**src/hw/rtl/see_pkg.sv**
```systemverilog
// Shared types, constants and saturation helpers for the stereo envelope expander.
// No dependencies; every other file of the block imports this package.
`default_nettype none

package see_pkg;

  localparam int SmpW     = 16;
  localparam int EnvW     = 24;
  localparam int GainW    = 22;
  localparam int CoefW    = 16;
  localparam int LvlW     = 15;
  localparam int AccW     = 52;
  localparam int McW      = 34;
  localparam int MpW      = 25;
  localparam int CntW     = 5;
  localparam int DvdW     = 40;
  localparam int DivCntW  = 6;
  localparam int RndW     = AccW - 15;
  localparam int AddrW    = 5;
  localparam int DataW    = 32;

  localparam logic signed [GainW-1:0] GainUnity = 22'sd65536;
  localparam logic signed [GainW-1:0] GainMax   = 22'sd2097151;
  localparam logic signed [GainW-1:0] GainMin   = -22'sd2097152;
  localparam logic [MpW-1:0]          RatioCap  = 25'h1000000;
  localparam logic [MpW-1:0]          SmoothTake = 25'd682;
  localparam logic [CntW-1:0]         CoefBits  = 5'd16;
  localparam logic [CntW-1:0]         RatioBits = 5'd25;
  localparam logic [CntW-1:0]         TakeBits  = 5'd10;

  localparam logic [CoefW-1:0] AttackRst  = 16'd65262;
  localparam logic [CoefW-1:0] ReleaseRst = 16'd65519;
  localparam logic [LvlW-1:0]  GateRst    = 15'd328;
  localparam logic [LvlW-1:0]  EnvLvlRst  = 15'd3277;
  localparam logic [CoefW-1:0] BoostRst   = 16'd12386;

  typedef enum logic [2:0] {
    REG_ATTACK  = 3'd0,
    REG_RELEASE = 3'd1,
    REG_GATE    = 3'd2,
    REG_ENVLVL  = 3'd3,
    REG_BOOST   = 3'd4
  } reg_idx_e;

  typedef enum logic [3:0] {
    S_IDLE, S_ENV, S_ENV_W, S_COND, S_DIV, S_SQR, S_SQR_W,
    S_TERM, S_TERM_W, S_SMOOTH, S_SMOOTH_W, S_OUT, S_OUT_W, S_HOLD
  } core_state_e;

  typedef struct packed {
    logic [CoefW-1:0] attack_coef;
    logic [CoefW-1:0] release_coef;
    logic [LvlW-1:0]  gate_level;
    logic [LvlW-1:0]  envelope_level;
    logic [CoefW-1:0] boost_depth;
  } cfg_t;

  typedef struct packed {
    logic                  start;
    logic [McW-1:0]        mcand;
    logic [MpW-1:0]        mplier;
    logic [CntW-1:0]       nbits;
    logic                  neg_msb;
  } mul_req_t;

  typedef struct packed {
    logic            start;
    logic [DvdW-1:0] dividend;
    logic [EnvW-1:0] divisor;
  } div_req_t;

  typedef struct packed {
    logic busy;
    logic done;
  } unit_sts_t;

  // round half up, then drop 16 fraction bits
  function automatic logic signed [RndW-1:0] rnd16(input logic signed [AccW-1:0] v);
    logic signed [AccW-1:0] w;
    w = v + AccW'(32768);
    return {w[AccW-1], w[AccW-1:16]};
  endfunction

  function automatic logic signed [GainW-1:0] sat_gain(input logic signed [RndW-1:0] v);
    logic signed [GainW-1:0] r;
    if (v > RndW'(signed'(GainMax))) r = GainMax;
    else if (v < RndW'(signed'(GainMin))) r = GainMin;
    else r = v[GainW-1:0];
    return r;
  endfunction

  function automatic logic signed [SmpW-1:0] sat_smp(input logic signed [RndW-1:0] v);
    logic signed [SmpW-1:0] r;
    if (v > RndW'(32767)) r = 16'sh7FFF;
    else if (v < -RndW'(32768)) r = 16'sh8000;
    else r = v[SmpW-1:0];
    return r;
  endfunction

endpackage

`default_nettype wire

```
**src/hw/rtl/see_in_if.sv**
```systemverilog
// Input channel of the stereo envelope expander: one sample pair per item.
// Depends on see_pkg for the sample width.
`default_nettype none

interface see_in_if;
  import see_pkg::*;
  logic                   valid;
  logic                   ready;
  logic signed [SmpW-1:0] left_sample;
  logic signed [SmpW-1:0] right_sample;
  modport source (output valid, left_sample, right_sample, input ready);
  modport sink (input valid, left_sample, right_sample, output ready);
endinterface

`default_nettype wire

```
**src/hw/rtl/see_out_if.sv**
```systemverilog
// Result channel of the stereo envelope expander: one output pair per item.
// Depends on see_pkg for the sample width.
`default_nettype none

interface see_out_if;
  import see_pkg::*;
  logic                   valid;
  logic                   ready;
  logic signed [SmpW-1:0] left_out;
  logic signed [SmpW-1:0] right_out;
  modport source (output valid, left_out, right_out, input ready);
  modport sink (input valid, left_out, right_out, output ready);
endinterface

`default_nettype wire

```
**src/hw/rtl/see_mul.sv**
```systemverilog
// Shift-add multiplier: one multiplier bit per cycle, optional negative MSB weight.
// Depends on see_pkg for request and status types.
`default_nettype none

module see_mul (
  input  logic                             clk_i,
  input  logic                             rst_ni,
  input  see_pkg::mul_req_t                req_i,
  output see_pkg::unit_sts_t               sts_o,
  output logic signed [see_pkg::AccW-1:0]  prod_o
);
  import see_pkg::*;

  logic signed [AccW-1:0] mc_q, mc_d, acc_q, acc_d, addend;
  logic [MpW-1:0]         mp_q, mp_d;
  logic [CntW-1:0]        cnt_q, cnt_d;
  logic                   neg_q, neg_d, busy_q, busy_d, done_q, done_d;

  always_comb begin
    mc_d   = mc_q;
    mp_d   = mp_q;
    acc_d  = acc_q;
    cnt_d  = cnt_q;
    neg_d  = neg_q;
    busy_d = busy_q;
    done_d = 1'b0;
    addend = mp_q[0] ? mc_q : '0;
    if (req_i.start) begin
      mc_d   = {{(AccW-McW){req_i.mcand[McW-1]}}, req_i.mcand};
      mp_d   = req_i.mplier;
      cnt_d  = req_i.nbits;
      neg_d  = req_i.neg_msb;
      acc_d  = '0;
      busy_d = 1'b1;
    end else if (busy_q) begin
      // with neg_msb set the multiplier is two's complement: the top bit weighs negative
      if (cnt_q == CntW'(1) && neg_q) acc_d = acc_q - addend;
      else acc_d = acc_q + addend;
      mc_d  = mc_q <<< 1;
      mp_d  = mp_q >> 1;
      cnt_d = cnt_q - CntW'(1);
      if (cnt_q == CntW'(1)) begin
        busy_d = 1'b0;
        done_d = 1'b1;
      end
    end
  end

  always_ff @(posedge clk_i or negedge rst_ni) begin
    if (!rst_ni) begin
      busy_q <= 1'b0;
      done_q <= 1'b0;
      cnt_q  <= '0;
      neg_q  <= 1'b0;
    end else begin
      busy_q <= busy_d;
      done_q <= done_d;
      cnt_q  <= cnt_d;
      neg_q  <= neg_d;
    end
  end

  always_ff @(posedge clk_i) begin
    mc_q  <= mc_d;
    mp_q  <= mp_d;
    acc_q <= acc_d;
  end

  assign sts_o.busy = busy_q;
  assign sts_o.done = done_q;
  assign prod_o     = acc_q;

endmodule

`default_nettype wire

```
**src/hw/rtl/see_div.sv**
```systemverilog
// Restoring divider: one quotient bit per cycle over a 40-bit dividend.
// Depends on see_pkg for request and status types.
`default_nettype none

module see_div (
  input  logic                        clk_i,
  input  logic                        rst_ni,
  input  see_pkg::div_req_t           req_i,
  output see_pkg::unit_sts_t          sts_o,
  output logic [see_pkg::DvdW-1:0]    quo_o
);
  import see_pkg::*;

  logic [DvdW-1:0]    dvd_q, dvd_d, quo_q, quo_d;
  logic [EnvW-1:0]    dvs_q, dvs_d, rem_q, rem_d;
  logic [EnvW:0]      trial, diff;
  logic [DivCntW-1:0] cnt_q, cnt_d;
  logic               busy_q, busy_d, done_q, done_d;

  always_comb begin
    dvd_d  = dvd_q;
    quo_d  = quo_q;
    dvs_d  = dvs_q;
    rem_d  = rem_q;
    cnt_d  = cnt_q;
    busy_d = busy_q;
    done_d = 1'b0;
    trial  = {rem_q, dvd_q[DvdW-1]};
    diff   = trial - {1'b0, dvs_q};
    if (req_i.start) begin
      dvd_d  = req_i.dividend;
      dvs_d  = req_i.divisor;
      rem_d  = '0;
      quo_d  = '0;
      cnt_d  = DivCntW'(DvdW);
      busy_d = 1'b1;
    end else if (busy_q) begin
      dvd_d = dvd_q << 1;
      if (trial >= {1'b0, dvs_q}) begin
        rem_d = diff[EnvW-1:0];
        quo_d = {quo_q[DvdW-2:0], 1'b1};
      end else begin
        rem_d = trial[EnvW-1:0];
        quo_d = {quo_q[DvdW-2:0], 1'b0};
      end
      cnt_d = cnt_q - DivCntW'(1);
      if (cnt_q == DivCntW'(1)) begin
        busy_d = 1'b0;
        done_d = 1'b1;
      end
    end
  end

  always_ff @(posedge clk_i or negedge rst_ni) begin
    if (!rst_ni) begin
      busy_q <= 1'b0;
      done_q <= 1'b0;
      cnt_q  <= '0;
    end else begin
      busy_q <= busy_d;
      done_q <= done_d;
      cnt_q  <= cnt_d;
    end
  end

  always_ff @(posedge clk_i) begin
    dvd_q <= dvd_d;
    quo_q <= quo_d;
    dvs_q <= dvs_d;
    rem_q <= rem_d;
  end

  assign sts_o.busy = busy_q;
  assign sts_o.done = done_q;
  assign quo_o      = quo_q;

endmodule

`default_nettype wire

```
**src/hw/rtl/see_core.sv**
```systemverilog
// Per-item sequencer: runs left then right channel through the serial multiplier
// and divider, keeps envelope and gain state. Depends on see_pkg, see_mul, see_div.
`default_nettype none

module see_core (
  input  logic                             clk_i,
  input  logic                             rst_ni,
  input  see_pkg::cfg_t                    cfg_i,
  input  logic                             start_i,
  input  logic signed [see_pkg::SmpW-1:0]  xl_i,
  input  logic signed [see_pkg::SmpW-1:0]  xr_i,
  input  logic                             load_ok_i,
  output logic                             idle_o,
  output logic                             push_o,
  output logic signed [see_pkg::SmpW-1:0]  yl_o,
  output logic signed [see_pkg::SmpW-1:0]  yr_o
);
  import see_pkg::*;

  core_state_e state_q, state_d;
  logic        ch_q, ch_d;

  logic signed [SmpW-1:0]  x_q [2];
  logic signed [SmpW-1:0]  x_d [2];
  logic signed [SmpW-1:0]  y_q [2];
  logic signed [SmpW-1:0]  y_d [2];
  logic [EnvW-1:0]         env_q [2];
  logic [EnvW-1:0]         env_d [2];
  logic signed [GainW-1:0] gain_q [2];
  logic signed [GainW-1:0] gain_d [2];

  logic [SmpW-1:0]         mag_q, mag_d;
  logic [EnvW-1:0]         m_q, m_d;
  logic [MpW-1:0]          r_q, r_d;
  logic [McW-1:0]          dk_q, dk_d;
  logic signed [GainW-1:0] t_q, t_d;

  logic signed [SmpW-1:0]  x_cur;
  logic [EnvW-1:0]         env_cur;
  logic signed [GainW-1:0] gain_cur;
  logic [SmpW-1:0]         mag_c;
  logic [EnvW-1:0]         m_c;
  logic [CoefW-1:0]        coef;
  logic [EnvW:0]           ediff;
  logic [GainW:0]          gdiff;
  logic signed [RndW-1:0]  rnd;
  logic [DvdW-1:0]         quo;
  logic signed [AccW-1:0]  prod;

  mul_req_t  mul_req;
  div_req_t  div_req;
  unit_sts_t mul_sts, div_sts;

  see_mul u_mul (
    .clk_i  (clk_i),
    .rst_ni (rst_ni),
    .req_i  (mul_req),
    .sts_o  (mul_sts),
    .prod_o (prod)
  );

  see_div u_div (
    .clk_i  (clk_i),
    .rst_ni (rst_ni),
    .req_i  (div_req),
    .sts_o  (div_sts),
    .quo_o  (quo)
  );

  assign x_cur    = x_q[ch_q];
  assign env_cur  = env_q[ch_q];
  assign gain_cur = gain_q[ch_q];
  assign mag_c    = x_cur[SmpW-1] ? (SmpW'(0) - x_cur) : x_cur;
  assign m_c      = {mag_c, 8'h00};
  assign rnd      = rnd16(prod);

  always_comb begin
    state_d = state_q;
    ch_d    = ch_q;
    x_d     = x_q;
    y_d     = y_q;
    env_d   = env_q;
    gain_d  = gain_q;
    mag_d   = mag_q;
    m_d     = m_q;
    r_d     = r_q;
    dk_d    = dk_q;
    t_d     = t_q;
    idle_o  = 1'b0;
    push_o  = 1'b0;
    mul_req = '0;
    div_req = '0;
    coef    = (m_c > env_cur) ? cfg_i.attack_coef : cfg_i.release_coef;
    ediff   = {1'b0, env_cur} - {1'b0, m_c};
    gdiff   = {t_q[GainW-1], t_q} - {gain_cur[GainW-1], gain_cur};

    unique case (state_q)
      S_IDLE: begin
        idle_o = 1'b1;
        if (start_i) begin
          x_d[0]  = xl_i;
          x_d[1]  = xr_i;
          ch_d    = 1'b0;
          state_d = S_ENV;
        end
      end
      S_ENV: begin
        // env' = m + round(c * (env - m) / 2^16)
        mag_d           = mag_c;
        m_d             = m_c;
        mul_req.start   = 1'b1;
        mul_req.mcand   = {{(McW-EnvW-1){ediff[EnvW]}}, ediff};
        mul_req.mplier  = MpW'(coef);
        mul_req.nbits   = CoefBits;
        state_d         = S_ENV_W;
      end
      S_ENV_W: begin
        if (mul_sts.done) begin
          env_d[ch_q] = m_q + rnd[EnvW-1:0];
          state_d     = S_COND;
        end
      end
      S_COND: begin
        if (mag_q > {1'b0, cfg_i.gate_level} &&
            env_cur > {1'b0, cfg_i.envelope_level, 8'h00}) begin
          div_req.start    = 1'b1;
          div_req.dividend = {m_q, 16'h0000};
          div_req.divisor  = env_cur;
          state_d          = S_DIV;
        end else begin
          t_d     = GainUnity;
          state_d = S_SMOOTH;
        end
      end
      S_DIV: begin
        if (div_sts.done) begin
          if (|quo[DvdW-1:MpW] || (quo[MpW-1] && |quo[MpW-2:0])) r_d = RatioCap;
          else r_d = quo[MpW-1:0];
          state_d = S_SQR;
        end
      end
      S_SQR: begin
        mul_req.start  = 1'b1;
        mul_req.mcand  = McW'(r_q);
        mul_req.mplier = r_q;
        mul_req.nbits  = RatioBits;
        state_d        = S_SQR_W;
      end
      S_SQR_W: begin
        if (mul_sts.done) begin
          dk_d    = McW'(65536) - prod[McW+15:16];
          state_d = S_TERM;
        end
      end
      S_TERM: begin
        mul_req.start  = 1'b1;
        mul_req.mcand  = dk_q;
        mul_req.mplier = MpW'(cfg_i.boost_depth);
        mul_req.nbits  = CoefBits;
        state_d        = S_TERM_W;
      end
      S_TERM_W: begin
        if (mul_sts.done) begin
          t_d     = sat_gain(RndW'(65536) + rnd);
          state_d = S_SMOOTH;
        end
      end
      S_SMOOTH: begin
        // g' = g + round(take * (t - g) / 2^16)
        mul_req.start  = 1'b1;
        mul_req.mcand  = {{(McW-GainW-1){gdiff[GainW]}}, gdiff};
        mul_req.mplier = SmoothTake;
        mul_req.nbits  = TakeBits;
        state_d        = S_SMOOTH_W;
      end
      S_SMOOTH_W: begin
        if (mul_sts.done) begin
          gain_d[ch_q] = sat_gain({{(RndW-GainW){gain_cur[GainW-1]}}, gain_cur} + rnd);
          state_d      = S_OUT;
        end
      end
      S_OUT: begin
        mul_req.start   = 1'b1;
        mul_req.mcand   = {{(McW-GainW){gain_cur[GainW-1]}}, gain_cur};
        mul_req.mplier  = MpW'(x_cur[SmpW-1:0]);
        mul_req.nbits   = CoefBits;
        mul_req.neg_msb = 1'b1;
        state_d         = S_OUT_W;
      end
      S_OUT_W: begin
        if (mul_sts.done) begin
          y_d[ch_q] = sat_smp(rnd);
          if (!ch_q) begin
            ch_d    = 1'b1;
            state_d = S_ENV;
          end else begin
            state_d = S_HOLD;
          end
        end
      end
      S_HOLD: begin
        // hold both results until the output register frees up
        push_o = 1'b1;
        if (load_ok_i) begin
          ch_d    = 1'b0;
          state_d = S_IDLE;
        end
      end
      default: state_d = S_IDLE;
    endcase
  end

  always_ff @(posedge clk_i or negedge rst_ni) begin
    if (!rst_ni) begin
      state_q   <= S_IDLE;
      ch_q      <= 1'b0;
      env_q[0]  <= '0;
      env_q[1]  <= '0;
      gain_q[0] <= GainUnity;
      gain_q[1] <= GainUnity;
    end else begin
      state_q <= state_d;
      ch_q    <= ch_d;
      env_q   <= env_d;
      gain_q  <= gain_d;
    end
  end

  always_ff @(posedge clk_i) begin
    x_q   <= x_d;
    y_q   <= y_d;
    mag_q <= mag_d;
    m_q   <= m_d;
    r_q   <= r_d;
    dk_q  <= dk_d;
    t_q   <= t_d;
  end

  assign yl_o = y_q[0];
  assign yr_o = y_q[1];

`ifndef SYNTHESIS
  a_mul_free: assert property (@(posedge clk_i) disable iff (!rst_ni)
    mul_req.start |-> !mul_sts.busy)
    else $error("multiplier started while busy");
  a_div_free: assert property (@(posedge clk_i) disable iff (!rst_ni)
    div_req.start |-> !div_sts.busy)
    else $error("divider started while busy");
  a_start_left: assert property (@(posedge clk_i) disable iff (!rst_ni)
    start_i && idle_o |=> state_q == S_ENV && !ch_q)
    else $error("item did not start on the left channel");
  a_push_right: assert property (@(posedge clk_i) disable iff (!rst_ni)
    push_o |-> ch_q && !mul_sts.busy && !div_sts.busy)
    else $error("result pushed before both channels finished");
`endif

endmodule

`default_nettype wire

```
**src/hw/rtl/stereo_envelope_expander.sv**
```systemverilog
// Stereo envelope-following upward expander.
// Input smp_i carries one stereo sample pair per item; res_o returns one
// gain-adjusted pair per item, in order. Items use valid/ready handshakes.
// The APB port holds five registers (attack, release, gate level, envelope
// level, boost depth) at byte addresses 0, 4, 8, 12, 16; pready is always high.
// Each item runs the left and then the right channel through one shift-add
// multiplier (one multiplier bit per cycle) and one restoring divider (one
// quotient bit per cycle). A channel below the gate skips the division, the
// ratio square and the boost term; for an expanding channel the division and
// the ratio square dominate. The next item is accepted once the previous one
// has moved to the output register.
// A registered output stage holds the result while res_o is stalled; a new
// item is still accepted then, and its result waits until the register frees.
// Reset clears both envelopes to zero, sets both gains to unity and loads the
// register defaults. Depends on see_pkg, see_in_if, see_out_if, see_core.
`default_nettype none

module stereo_envelope_expander (
  input  logic                         clk_i,
  input  logic                         rst_ni,
  see_in_if.sink                       smp_i,
  see_out_if.source                    res_o,
  input  logic                         psel,
  input  logic                         penable,
  input  logic                         pwrite,
  input  logic [see_pkg::AddrW-1:0]    paddr,
  input  logic [see_pkg::DataW-1:0]    pwdata,
  output logic [see_pkg::DataW-1:0]    prdata,
  output logic                         pready
);
  import see_pkg::*;

  cfg_t                   cfg_q, cfg_d;
  reg_idx_e               reg_idx;
  logic                   wr_en;
  logic                   idle, push, load_ok;
  logic signed [SmpW-1:0] yl, yr;
  logic                   out_valid_q, out_valid_d;
  logic signed [SmpW-1:0] out_l_q, out_l_d, out_r_q, out_r_d;

  assign pready  = 1'b1;
  assign wr_en   = psel && penable && pwrite;
  assign reg_idx = reg_idx_e'(paddr[AddrW-1:2]);

  always_comb begin
    cfg_d  = cfg_q;
    prdata = '0;
    unique case (reg_idx)
      REG_ATTACK: begin
        prdata = DataW'(cfg_q.attack_coef);
        if (wr_en) cfg_d.attack_coef = pwdata[CoefW-1:0];
      end
      REG_RELEASE: begin
        prdata = DataW'(cfg_q.release_coef);
        if (wr_en) cfg_d.release_coef = pwdata[CoefW-1:0];
      end
      REG_GATE: begin
        prdata = DataW'(cfg_q.gate_level);
        if (wr_en) cfg_d.gate_level = pwdata[LvlW-1:0];
      end
      REG_ENVLVL: begin
        prdata = DataW'(cfg_q.envelope_level);
        if (wr_en) cfg_d.envelope_level = pwdata[LvlW-1:0];
      end
      REG_BOOST: begin
        prdata = DataW'(cfg_q.boost_depth);
        if (wr_en) cfg_d.boost_depth = pwdata[CoefW-1:0];
      end
      default: prdata = '0;
    endcase
  end

  always_ff @(posedge clk_i or negedge rst_ni) begin
    if (!rst_ni) begin
      cfg_q.attack_coef    <= AttackRst;
      cfg_q.release_coef   <= ReleaseRst;
      cfg_q.gate_level     <= GateRst;
      cfg_q.envelope_level <= EnvLvlRst;
      cfg_q.boost_depth    <= BoostRst;
    end else begin
      cfg_q <= cfg_d;
    end
  end

  see_core u_core (
    .clk_i     (clk_i),
    .rst_ni    (rst_ni),
    .cfg_i     (cfg_q),
    .start_i   (smp_i.valid && idle),
    .xl_i      (smp_i.left_sample),
    .xr_i      (smp_i.right_sample),
    .load_ok_i (load_ok),
    .idle_o    (idle),
    .push_o    (push),
    .yl_o      (yl),
    .yr_o      (yr)
  );

  assign smp_i.ready = idle;
  assign load_ok     = !out_valid_q || res_o.ready;

  always_comb begin
    out_valid_d = out_valid_q;
    out_l_d     = out_l_q;
    out_r_d     = out_r_q;
    if (push && load_ok) begin
      out_valid_d = 1'b1;
      out_l_d     = yl;
      out_r_d     = yr;
    end else if (res_o.ready) begin
      out_valid_d = 1'b0;
    end
  end

  always_ff @(posedge clk_i or negedge rst_ni) begin
    if (!rst_ni) out_valid_q <= 1'b0;
    else out_valid_q <= out_valid_d;
  end

  always_ff @(posedge clk_i) begin
    out_l_q <= out_l_d;
    out_r_q <= out_r_d;
  end

  assign res_o.valid     = out_valid_q;
  assign res_o.left_out  = out_l_q;
  assign res_o.right_out = out_r_q;

endmodule

`default_nettype wire

```
**src/flat_wrapper.sv**
```systemverilog
// flat-port wrapper written by rule: the top's interface ports become plain ports
module stereo_envelope_expander_flat import see_pkg::*;
  (clk_i, rst_ni, psel, penable, pwrite, paddr, pwdata, prdata, pready, smp_i_valid, smp_i_left_sample, smp_i_right_sample, smp_i_ready, res_o_valid, res_o_left_out, res_o_right_out, res_o_ready);
  see_in_if smp_i_i ();
  see_out_if res_o_i ();
  input  logic clk_i;
  input  logic rst_ni;
  input  logic psel;
  input  logic penable;
  input  logic pwrite;
  input  logic [see_pkg::AddrW-1:0] paddr;
  input  logic [see_pkg::DataW-1:0] pwdata;
  output logic [see_pkg::DataW-1:0] prdata;
  output logic pready;
  input wire logic [$bits(smp_i_i.valid)-1:0] smp_i_valid;
  input wire logic [$bits(smp_i_i.left_sample)-1:0] smp_i_left_sample;
  input wire logic [$bits(smp_i_i.right_sample)-1:0] smp_i_right_sample;
  output wire logic [$bits(smp_i_i.ready)-1:0] smp_i_ready;
  output wire logic [$bits(res_o_i.valid)-1:0] res_o_valid;
  output wire logic [$bits(res_o_i.left_out)-1:0] res_o_left_out;
  output wire logic [$bits(res_o_i.right_out)-1:0] res_o_right_out;
  input wire logic [$bits(res_o_i.ready)-1:0] res_o_ready;
  assign smp_i_i.valid = smp_i_valid;
  assign smp_i_i.left_sample = smp_i_left_sample;
  assign smp_i_i.right_sample = smp_i_right_sample;
  assign smp_i_ready = smp_i_i.ready;
  assign res_o_valid = res_o_i.valid;
  assign res_o_left_out = res_o_i.left_out;
  assign res_o_right_out = res_o_i.right_out;
  assign res_o_i.ready = res_o_ready;
  stereo_envelope_expander u_core (.clk_i(clk_i), .rst_ni(rst_ni), .smp_i(smp_i_i), .res_o(res_o_i), .psel(psel), .penable(penable), .pwrite(pwrite), .paddr(paddr), .pwdata(pwdata), .prdata(prdata), .pready(pready));
endmodule
```
**config.mk**
```make
export PLATFORM = sky130hd
export DESIGN_NAME = stereo_envelope_expander_flat
export DESIGN_NICKNAME = d
export VERILOG_FILES = /design/src/hw/rtl/see_pkg.sv /design/src/hw/rtl/see_in_if.sv /design/src/hw/rtl/see_out_if.sv /design/src/hw/rtl/see_mul.sv /design/src/hw/rtl/see_div.sv /design/src/hw/rtl/see_core.sv /design/src/hw/rtl/stereo_envelope_expander.sv /design/src/flat_wrapper.sv
export SDC_FILE = /design/constraint.sdc
export NUM_CORES = 2
export LEC_CHECK = 0
export BUFFER_PORTS_ARGS = -buffer_cell sky130_fd_sc_hd__buf_2
export CORE_MARGIN = 4
export CORE_UTILIZATION = 54
export DETAILED_ROUTE_END_ITERATION = 10
export PLACE_DENSITY_LB_ADDON = 0.05
export SYNTH_ARGS = -nofsm -noshare
export SYNTH_HDL_FRONTEND = slang
export SYNTH_SLANG_ARGS = --single-unit
```
**constraint.sdc**
```tcl
create_clock -name clk_i -period 6.75 [get_ports clk_i]
set_input_delay 1.6875 -clock clk_i [delete_from_list [all_inputs] [get_ports clk_i]]
set_output_delay 1.6875 -clock clk_i [all_outputs]
set_load 0.01 [all_outputs]
```
==> metrics.csv <==
stage,metric,value,unit
detailed_routing,wire per inst,22.0,um
setup_path,worst reg-to-reg path cell count,23,
cts,Clock Latency Late Sink,0.64,ns
logic_synthesis,fraction of registers with async set/reset,31.1,%
cts,H-tree levels,3,
min_path,hold crit path type,reg2reg,
finish,final net count,4362,
cts,CTS Sinks,618,
setup_path,required time of the critical path,7.28,ns
global_route,vias in the first global route,28500,
power,peak supply drop,0.203,mV
logic_synthesis,Ys Warns,0,
detailed_routing,Detailed Route WL,112000,um
detailed_routing,DRT iter0 DRCs,3060,
sta,setup violators final,0,
logic_synthesis,"EDFF count, synth",310,
finish,P&R area growth vs syn,11.1,%
global_route,largest net degree at the start of global routing,105,
logic_synthesis,Synth Area per Inst,9.59,sq um
setup_path,FF-to-FF End,u_core.u_core.u_mul.prod_o[51],
sta,Final Hold Fails,0,
floorplan,io pins,143,
setup_path,Reg2Reg Setup Slack,0.27,ns
place,Cell Count Post-Placement,4950,
setup_path,CP Class,reg2reg,
setup_path,Worst path max stage delay,0.56,ns
logic_synthesis,Mapped Cells,3998,
setup_path,CP Launch Type,flop,
setup_path,most frequent CP cell,a21oi_1,
logic_synthesis,Synth Register Bits,618,
logic_synthesis,mapped cell area,38400,sq um
global_route,total gr overflow,0,
global_route,initial antenna violation count,0,
power,Pleak,0.0183,uW
cts,Root Driver,clkbuf_16,
sta,Slew HR,28.5,%
floorplan,height of the die,275,um
setup_path,Worst Path Max Fanout,5,
cts,Inserted Clock Buffers,70,
setup_path,CP Cell Sequence,or3_1 -> or4_1 -> a21oi_1 -> nand2_1 -> a21oi_1 -> and2_0 -> nor2_1 -> or2_2 -> o311ai_0 -> ha_1 -> and3_1 -> and4_1 -> a32oi_1 -> o211ai_1 -> o2111ai_1 -> o21a_1 -> o21ai_0 -> a221oi_1 -> o31a_1 -> o2111ai_1 -> xnor2_1 -> or3_1 -> a21oi_1,
sta,worst clock skew,0.0298,ns
sta,RSZ-0062 raised after global routing,false,
run,max-cap violation count,0,
run_status,outcome,finished clean,
sta,final slew viol count,0,
finish,post-route design area,42600,sq um
sta,Tmin final,6.48,ns
cts,CTS clock-pin slew for the worst setup and hold paths,0.06,ns
cts,CTS tree,done,
logic_synthesis,Unique masters post-synth,98,
floorplan,Die ar.,75400,sq um
detailed_routing,vias,30900,
min_path,hold endpoint,u_core.res_o.left_out[6],
cts,CTS Hold Bufs,0,
power,Cell Pwr Density,201,nW/um^2
finish,"non-filler cells, final",5081,
global_route,gr usage total,29.1,%
min_path,hold path start,u_core.u_core.yl_o[6],
cts,post-CTS resize count,0,
finish,share of cells above drive strength 1,13.6,%
setup_path,slowest CP cell,a221oi_1,
detailed_routing,Pre-antenna DRT Iters,7,
setup_path,"Arr. time, crit path",7.01,ns
finish,Final Util,60.6,%
place,DP HPWL,81900,um
sta,Worst Max-Slew Pin Slew,1.07,ns
logic_synthesis,"Top FF cell, synth",edfxtp_1,
floorplan,Core ar.,70300,sq um
place,routability cong.,0.967,
setup_path,reg-to-reg startpoint,u_core.u_core.u_mul.mc_q[10],
logic_synthesis,"Seq/Total Area, Yosys",43.0,%
global_route,first-pass GRT wire length,170000,um
sta,Post-Route Setup TNS,0,ns
floorplan,initial core utilization,54.6,%
place,IO buf count,107,
detailed_routing,ANT nets after route,0,
sta,Final Cycle Share,96.0,%
sta,f_max,154,MHz
floorplan,Rows,97,
place,Area after DPL,40100,sq um
floorplan,width of the die,275,um
sta,final hold slack,0.408,ns
cts,Setup Buffers After CTS,0,
setup_path,CP endpoint kind,flop,
min_path,hold depth,0,
cts,maximum clock path buffer count,3,
detailed_routing,residual DRC count,0,
detailed_routing,Vias/cell,6.08,
sequential cells by signal, summed over array words and instances (netlist names), 4 cells and up:
register	cells
u_core.res_o.left_out	16
u_core.u_core.u_div.rem_q	24
u_core.u_core.m_q	16
u_core.cfg_q	78
u_core.u_core.t_q	22
u_core.u_core.yl_o	16
u_core.u_core.u_mul.mc_q	52
u_core.u_core.u_mul.prod_o	52
u_core.u_core.yr_o	16
u_core.res_o.right_out	16
u_core.u_core.env_q	48
u_core.u_core.state_q	4
u_core.u_core.u_div.dvs_q	24
u_core.u_core.u_mul.mp_q	25
u_core.u_core.u_div.dvd_q	16
u_core.u_core.u_div.cnt_q	6
u_core.u_core.dk_q	34
u_core.u_core.r_q	25
u_core.u_core.u_mul.cnt_q	5
u_core.u_core.u_div.quo_o	40
u_core.u_core.x_q	32
u_core.u_core.gain_q	44
power by group:
group          switching (uW)  leakage (uW)  total (uW)  internal (uW)
logic                     206        0.0111         368            162
registers                70.8       0.00602        4130           4060
clock network            1680       0.00121        4070           2390
cells in the final DEF, fill, tap and decap left out, types with 34 or more instances in the layout:
| cell | n |
|---|---|
| a22oi_1 | 41 |
| inv_1 | 200 |
| o21a_1 | 37 |
| a21o_1 | 72 |
| o31ai_1 | 34 |
| edfxtp_1 | 310 |
| mux2i_1 | 135 |
| nor2b_1 | 34 |
| dfstp_2 | 45 |
| xor2_1 | 111 |
| nand4_1 | 47 |
| buf_2 | 106 |
| dfxtp_1 | 116 |
| o21ai_0 | 239 |
| clkbuf_16 | 70 |
| nand3_1 | 108 |
| buf_4 | 105 |
| and2_1 | 63 |
| a211oi_1 | 41 |
| a21oi_1 | 223 |
| nor4_1 | 37 |
| nor2_1 | 306 |
| dfrtp_1 | 144 |
| ha_1 | 198 |
| mux2_2 | 130 |
| nand2_1 | 393 |
| a31oi_1 | 46 |
| nor3_1 | 67 |
| xnor2_1 | 160 |
metal layers:
metal	share of wire [%]	track usage [%]	wire (um)	up-vias
li1	-	-	-	14700
met1	47	44.4	52300	14900
met2	42	42.2	47000	1094
met3	7.7	5.00	8600	179
met4	3.4	9.13	3850	0
met5	0	0	0	-
per-stage QoR:
| stage | total power, uW | setup WS (ns) |
|---|---|---|
| after global placement | 4550 | 0.511 |
| final | 8570 | 0.270 |
| after global routing | 8850 | 0.00433 |
| after floorplan | 4410 | 0.344 |
| after detailed placement | 4560 | 0.430 |
| after CTS | 8630 | 0.359 |
area by class of cell:
| class | count | area, sq um |
|---|---|---|
| Clock buffer | 91 | 1900 |
| Fill cell | 6036 | 27700 |
| Sequential cell | 618 | 16500 |
| Tap cell | 940 | 1180 |
| Inverter | 205 | 771 |
| Clock inverter | 39 | 594 |
| Antenna cell | 1 | 2.50 |
| Multi-Input combinational cell | 2974 | 20300 |
| Timing Repair Buffer | 213 | 1350 |
Yosys cell counts (111+ instances only):
master	number	area share (%)
edfxtp_1	310	24
xnor2_1	160	3.7
o21ai_0	240	3.1
dfrtp_1	147	9.6
a21oi_1	226	2.9
nor2_1	309	3.0
mux2i_1	135	3.5
nand2_1	394	3.9
dfxtp_1	116	6.1
ha_1	198	6.5
mux2_2	130	3.8
inv_1	202	2.0
clkbuf_1	160	1.6
xor2_1	111	2.5
worst max-delay path, delay by kind of cell (launching register included):
kind                       cells  cell delay, ns
AOI/OAI and AO/OA             12            3.05
and+or+nand+nor                9            2.36
DFF                            1            0.48
adders and majority gates      1            0.37
xor gates and xnor gates       1            0.16
how the worst max path moves through the flow:
stage / start / to / slack [ns] / cells after the start
floorplan: u_core.u_core.ch_q / u_core.u_core.t_q[0] / 0.34 / 20
finish: u_core.u_core.u_mul.mc_q[10] / u_core.u_core.u_mul.prod_o[51] / 0.27 / 23
global placement: u_core.u_core.u_mul.mc_q[10] / u_core.u_core.u_mul.prod_o[51] / 0.51 / 23
CTS: u_core.u_core.u_mul.mc_q[10] / u_core.u_core.u_mul.prod_o[51] / 0.36 / 23
detailed placement: u_core.u_core.u_mul.mc_q[10] / u_core.u_core.u_mul.prod_o[51] / 0.43 / 23
global route: u_core.u_core.u_mul.mc_q[2] / u_core.u_core.u_mul.prod_o[51] / 0.004 / 25
cells by family after synthesis:
kind of cell | Yosys count | synth area share (%)
xor+xnor | 274 | 6.36
flops | 618 | 43.0
fa+ha+maj | 207 | 6.85
buf+inv | 421 | 4.44
mux | 266 | 7.40
compound gates | 988 | 16.7
simple gates | 1222 | 15.2
other cells | 2 | 0.0196
(Power assumes the default switching activity.)
